<file path="src/design/tknl_pkg.sv">
`timescale 1ns / 1ps
`default_nettype none
// ----------------------------------------------------------------------------
// tknl_pkg
// Types and constants shared by the nearest-entry list and its cells.
// ----------------------------------------------------------------------------
package tknl_pkg;

   localparam int MAX_KEEP_DEFAULT = 16;
   localparam int LIMIT_W          = 5;
   localparam int DIST_W           = 32;
   localparam int ID_W             = 32;

   localparam logic [LIMIT_W-1:0] KEEP_LIMIT_RESET = 5'd16;

   localparam logic OP_INSERT = 1'b0;
   localparam logic OP_DRAIN  = 1'b1;

   typedef struct packed {
      logic              operation;
      logic [DIST_W-1:0] distance;
      logic [ID_W-1:0]   entry_id;
   } tknl_req_type;

   typedef struct packed {
      logic [ID_W-1:0]   out_entry_id;
      logic [DIST_W-1:0] out_distance;
      logic              valid_res;
      logic              last;
   } tknl_rsp_type;

   typedef struct packed {
      logic [DIST_W-1:0] distance;
      logic [ID_W-1:0]   entry_id;
   } tknl_entry_type;

   // command broadcast to every cell of the row
   typedef struct packed {
      logic insert;   // place the new entry, shifting farther entries right
      logic grow;     // list length grows by one on this insert
      logic pop;      // shift the row left by one during a drain
   } tknl_cmd_type;

endpackage : tknl_pkg
`default_nettype wire

</file>
<file path="src/design/tknl_cell.sv">
`timescale 1ns / 1ps
`default_nettype none
// ----------------------------------------------------------------------------
// tknl_cell
// One slot of the sorted row: holds an entry and its occupancy, compares it
// with the broadcast candidate and trades entries with its neighbors.
// ----------------------------------------------------------------------------
module tknl_cell
   import tknl_pkg::*;
(
   input  wire logic           clock,
   input  wire logic           reset,
   input  wire tknl_cmd_type   cmd,
   input  wire tknl_entry_type new_entry,
   input  wire tknl_entry_type left_entry,
   input  wire logic           left_valid,
   input  wire logic           left_after,
   input  wire tknl_entry_type right_entry,
   input  wire logic           right_valid,
   output tknl_entry_type      held_entry,
   output logic                held_valid,
   output logic                after
);

   tknl_entry_type entry_ff, entry_in;
   logic           valid_ff, valid_in;

   // candidate goes in front of this slot when the slot is empty or farther
   assign after = !valid_ff || (entry_ff.distance > new_entry.distance);

   always_comb begin
      entry_in = entry_ff;
      valid_in = valid_ff;
      if (cmd.insert) begin
         if (after) begin
            entry_in = left_after ? left_entry : new_entry;
         end
         if (cmd.grow) begin
            valid_in = left_valid;
         end
      end else if (cmd.pop) begin
         entry_in = right_entry;
         valid_in = right_valid;
      end
   end

   always_ff @(posedge clock) begin
      entry_ff <= entry_in;
   end

   always_ff @(posedge clock) begin
      if (reset) begin
         valid_ff <= 1'b0;
      end else begin
         valid_ff <= valid_in;
      end
   end

   assign held_entry = entry_ff;
   assign held_valid = valid_ff;

endmodule : tknl_cell
`default_nettype wire

</file>
<file path="src/design/top_k_nearest_list.sv">
`timescale 1ns / 1ps
`default_nettype none
// Insert: one word per cycle while idle, written into the cell row at the accepting edge.
// Drain: the output register takes one held entry per cycle from the head cell, except
//   while the output stalls; accepting the drain word enters the drain state, and ready
//   stays low until the last word of the drain is loaded into the output register.
// Reset clears the occupancy bits, count, drain state and output valid, and sets
//   keep_limit to 16; entry storage is not cleared.
// ----------------------------------------------------------------------------
// top_k_nearest_list
// Sorted list of the nearest candidate entries, built as a row of cells.
// ----------------------------------------------------------------------------
module top_k_nearest_list
   import tknl_pkg::*;
#(
   parameter int MAX_KEEP = MAX_KEEP_DEFAULT
)(
   input  wire logic               clock,
   input  wire logic               reset,
   input  wire logic               req_valid,
   output logic                    req_ready,
   input  wire tknl_req_type       req_word,
   output logic                    rsp_valid,
   input  wire logic               rsp_ready,
   output tknl_rsp_type            rsp_word,
   input  wire logic               csr_write_enable,
   input  wire logic [LIMIT_W-1:0] csr_write_data
);

   localparam int CNT_W = $clog2(MAX_KEEP + 1);
   localparam int CMP_W = ((CNT_W > LIMIT_W) ? CNT_W : LIMIT_W) + 1;

   localparam logic ST_IDLE  = 1'b0;
   localparam logic ST_DRAIN = 1'b1;

   logic               state_ff, state_in;
   logic [CNT_W-1:0]   count_ff, count_in;
   logic [LIMIT_W-1:0] keep_limit_ff;
   logic               rsp_valid_ff, rsp_valid_in;
   tknl_rsp_type       rsp_word_ff, rsp_word_in;

   tknl_cmd_type       cmd;
   tknl_entry_type     new_entry;
   tknl_entry_type     cell_entry [MAX_KEEP];
   logic               cell_valid [MAX_KEEP];
   logic               cell_after [MAX_KEEP];
   tknl_entry_type     left_entry [MAX_KEEP];
   logic               left_valid [MAX_KEEP];
   logic               left_after [MAX_KEEP];
   tknl_entry_type     right_entry[MAX_KEEP];
   logic               right_valid[MAX_KEEP];

   logic [CMP_W-1:0]   limit_wide;
   logic [CMP_W-1:0]   limit_eff;
   logic [CMP_W-1:0]   count_next_wide;
   logic               req_take;
   logic               out_free;
   logic               pop_now;

   assign limit_wide      = CMP_W'(keep_limit_ff);
   assign limit_eff       = (limit_wide > CMP_W'(MAX_KEEP)) ? CMP_W'(MAX_KEEP) : limit_wide;
   assign count_next_wide = CMP_W'(count_ff) + CMP_W'(1);

   assign req_ready = (state_ff == ST_IDLE);
   assign req_take  = req_valid && req_ready;
   assign out_free  = !rsp_valid_ff || rsp_ready;
   assign pop_now   = (state_ff == ST_DRAIN) && out_free;

   assign new_entry.distance = req_word.distance;
   assign new_entry.entry_id = req_word.entry_id;

   // a zero limit leaves the list untouched
   assign cmd.insert = req_take && (req_word.operation == OP_INSERT) && (limit_eff != '0);
   assign cmd.grow   = count_next_wide <= limit_eff;
   assign cmd.pop    = pop_now && cell_valid[0];

   genvar gi;
   generate
      for (gi = 0; gi < MAX_KEEP; gi++) begin : g_cell
         if (gi == 0) begin : g_head
            assign left_entry[gi] = '0;
            assign left_valid[gi] = 1'b1;
            assign left_after[gi] = 1'b0;
         end else begin : g_body
            assign left_entry[gi] = cell_entry[gi-1];
            assign left_valid[gi] = cell_valid[gi-1];
            assign left_after[gi] = cell_after[gi-1];
         end
         if (gi == MAX_KEEP - 1) begin : g_tail
            assign right_entry[gi] = '0;
            assign right_valid[gi] = 1'b0;
         end else begin : g_inner
            assign right_entry[gi] = cell_entry[gi+1];
            assign right_valid[gi] = cell_valid[gi+1];
         end

         tknl_cell u_cell (
            .clock       (clock),
            .reset       (reset),
            .cmd         (cmd),
            .new_entry   (new_entry),
            .left_entry  (left_entry[gi]),
            .left_valid  (left_valid[gi]),
            .left_after  (left_after[gi]),
            .right_entry (right_entry[gi]),
            .right_valid (right_valid[gi]),
            .held_entry  (cell_entry[gi]),
            .held_valid  (cell_valid[gi]),
            .after       (cell_after[gi])
         );
      end
   endgenerate

   always_comb begin
      state_in     = state_ff;
      count_in     = count_ff;
      rsp_valid_in = rsp_valid_ff;
      rsp_word_in  = rsp_word_ff;
      if (rsp_valid_ff && rsp_ready) begin
         rsp_valid_in = 1'b0;
      end
      case (state_ff)
         ST_IDLE: begin
            if (req_take && (req_word.operation == OP_DRAIN)) begin
               state_in = ST_DRAIN;
            end else if (cmd.insert && cmd.grow) begin
               count_in = count_ff + CNT_W'(1);
            end
         end
         ST_DRAIN: begin
            if (out_free) begin
               rsp_valid_in = 1'b1;
               // empty list gives a single word marked invalid
               if (cell_valid[0]) begin
                  rsp_word_in.out_entry_id = cell_entry[0].entry_id;
                  rsp_word_in.out_distance = cell_entry[0].distance;
                  rsp_word_in.valid_res    = 1'b1;
                  rsp_word_in.last         = !right_valid[0];
               end else begin
                  rsp_word_in.out_entry_id = '0;
                  rsp_word_in.out_distance = '0;
                  rsp_word_in.valid_res    = 1'b0;
                  rsp_word_in.last         = 1'b1;
               end
               if (!cell_valid[0] || !right_valid[0]) begin
                  state_in = ST_IDLE;
                  count_in = '0;
               end
            end
         end
         default: begin
            state_in = ST_IDLE;
         end
      endcase
   end

   always_ff @(posedge clock) begin
      if (reset) begin
         state_ff      <= ST_IDLE;
         count_ff      <= '0;
         rsp_valid_ff  <= 1'b0;
         keep_limit_ff <= KEEP_LIMIT_RESET;
      end else begin
         state_ff     <= state_in;
         count_ff     <= count_in;
         rsp_valid_ff <= rsp_valid_in;
         if (csr_write_enable) begin
            keep_limit_ff <= csr_write_data;
         end
      end
   end

   always_ff @(posedge clock) begin
      rsp_word_ff <= rsp_word_in;
   end

   assign rsp_valid = rsp_valid_ff;
   assign rsp_word  = rsp_word_ff;

endmodule : top_k_nearest_list
`default_nettype wire
</file>
<file path="config.mk">
export PLATFORM = sky130hd
export DESIGN_NAME = top_k_nearest_list
export DESIGN_NICKNAME = d
export VERILOG_FILES = /design/src/design/tknl_pkg.sv /design/src/design/tknl_cell.sv /design/src/design/top_k_nearest_list.sv
export SDC_FILE = /design/constraint.sdc
export NUM_CORES = 2
export LEC_CHECK = 0
export BUFFER_PORTS_ARGS = -buffer_cell sky130_fd_sc_hd__buf_4
export CORE_MARGIN = 5
export CORE_UTILIZATION = 64
export DETAILED_ROUTE_END_ITERATION = 10
export GPL_TIMING_DRIVEN = 0
export PLACE_DENSITY = 0.9
export RECOVER_POWER = 100
export SKIP_CTS_REPAIR_TIMING = 1
export SLEW_MARGIN = 40
export SYNTH_ARGS = -nofsm -noshare
export SYNTH_HDL_FRONTEND = slang
export SYNTH_HIERARCHICAL = 1
export SYNTH_SLANG_ARGS = --single-unit
</file>
<file path="constraint.sdc">
create_clock -name clock -period 11.5 [get_ports clock]
set_input_delay 2.3 -clock clock [delete_from_list [all_inputs] [get_ports clock]]
set_output_delay 2.3 -clock clock [all_outputs]
set_load 0.03 [all_outputs]
</file>
==> summary.txt <==
Layout
  • Fin cells: 8,581
  • Share of cells above drive strength 1: 5.75%
  • Fin nets: 7,653
  • Layout Area Growth over Synthesis: 9.98%
  • Sequential cell area: 33,300 um2
  • Fill cells: 7,151
  • Multi-input logic area: 32,900 um2

Worst hold path
  • Min-Delay Path Class: flop to flop

Pwr
  • Worst vdd ir: 0.159 mV
  • P per Cell Area: 144 nW/um2
  • Total Power: 11,000 uW
  • Lkg Pwr: 0.0365 uW

Routing
  • Routed via count: 54,100
  • DRT antenna net count: 0
  • DRC Markers: 0
  • Pre-Repair DR Iteration Count: 9
  • Via density: 6.30
  • Drt first-iter violations: 5,508
  • WL/cell: 21.4 um
  • Aggregate routed wire length: 184 mm

Worst setup path
  • Critical path type: input port to flop
  • Startpoint Class: input port
  • CP required: 11,830 ps
  • Worst Path Arrival: 8210 ps
  • Crit end category: flop
  • Crit path max fanout: 32

Job
  • Max_cap viols: 7

Timing
  • Count of final setup violators: 0
  • Final Skew: 24.3 ps
  • Max Clk Rate: 127 MHz
  • Final Hold Viols: 0
  • Relative slew slack: -55.7%
  • Final period util: 68.5%
  • Slew Viols, Final: 100
  • Clock period minus worst slack: 7880 ps
  • RSZ-0062 raised after global routing: false
  • Worst Tran Pin Value: 2340 ps

Floorplan
  • Placeable Area: 109,000 um2
  • Starting density of the core: 64.2%
  • Die Y: 340 um
  • Die ar.: 116,000 um2
  • I/O pin total: 143
  • Number of cell rows: 121
  • Die extent in x: 340 um

GRT
  • All-Layer GR Usage: 30.4%
  • Initial antenna violation count: 6
  • Number of global-route vias before repair: 54,600
  • First-pass GRT wire length: 287 mm
  • GR Overflow Total: 0
  • Largest net degree at the start of global routing: 33

CTS
  • H-tree levels: 3
  • CTS Buf Count: 113
  • CTS tree: yes
  • Clock sink count: 1,118
  • Worst-skew pair later-pin latency: 730 ps
  • Worst-path clk slew: 70 ps
  • CTS root buffer: clkbuf_16
  • CTS Buffer Depth: 3

Placement
  • Placer's final routability congestion estimate: 0.957
  • DP HPWL: 138 mm
  • Placed Cells: 8,359
  • PortBufs: 141

Status
  • Status: finished with violations
  • Failing checks: max-capacitance violations, max-slew violations

Synthesis
  • Avg Inst Size Synth: 10.5 um2
  • Synth Warn #: 6
  • Cell count after synthesis: 6,620
  • Synthesized area: 69,700 um2
[registers in the layout (all words and copies together) (netlist names)]
name and cells:
keep_limit_ff 5, rsp_word 66, g_cell.u_cell/held_valid 16, rsp_valid 1, count_ff 5, state_ff 1, g_cell.u_cell/held_entry 1024
[layout by cell type (no fill, tap or decap), types with 45 or more instances in the layout]
master / n
a21oi_1: 1219
edfxtp_1: 1090
nor2_1: 1079
mux2i_1: 1029
inv_1: 536
ha_1: 518
clkbuf_1: 406
conb_1: 131
nand2_1: 119
clkbuf_16: 113
nand3_1: 82
nand4_1: 70
buf_4: 69
buf_2: 52
a21o_1: 49
and2_0: 45
[power by group]
group / switching, uW / internal, uW / leakage [uW]
combinational: 1230 / 688 / 0.0242
sequential: 226 / 4890 / 0.0103
clock: 1620 / 2370 / 0.00197
[routing by layer]
layer / part of all wire (%) / track usage (%) / vias to the layer above / routed length, um
met3: 9.2 / 3.46 / 699 / 16800
met5: 0 / 0 / - / 0
met2: 46 / 50.7 / 3334 / 85100
met1: 37 / 38.3 / 25200 / 68600
met4: 7.1 / 18.7 / 0 / 13100
li1: - / - / 24900 / -
[area by class of cell]
class / instances / share of cell area (%)
clock inverters: 79 / 1.40
repair buffers: 196 / 1.31
multi-input cells: 4734 / 42.9
inverters: 536 / 2.62
flip-flops and latches: 1118 / 43.4
clock buffers: 135 / 3.85
diodes: 8 / 0.0261
plain buffers: 361 / 2.20
well taps: 1414 / 2.31
[metrics by stage]
stage	setup TNS (ps)	area [um2]	utilization [%]	hold WS, ps	worst slack, ps
final	0	76700	70.7	490	3620
after global routing	0	76700	70.7	505	3340
after CTS	0	78000	71.9	484	6380
after detailed placement	0	74000	68.2	475	5630
after global placement	-195410	73000	67.3	459	-1550
after floorplan	0	70200	-	440	983
[critical path, stage by stage]
cell and delay [ps]:
clkbuf_4 100, inv_1 40, a21oi_1 880, and2_0 1800
o22ai_1 290, a41oi_1 1170, clkbuf_1 760, clkbuf_1 810
[path summary, 6_finish.rpt]
kind                                                  start                                to  slack (ps)  cells after the start
worst max-delay path                              rsp_ready  g_cell[11].u_cell/held_entry[18]        3620                      8
worst max register to register  g_cell[0].u_cell/held_valid  g_cell[11].u_cell/held_entry[18]        4820                      7
worst min-delay path                            count_ff[1]                       count_ff[1]         490                      2
worst min register to register                  count_ff[1]                       count_ff[1]         490                      2
No activity file was read; power rests on OpenSTA's default activity.
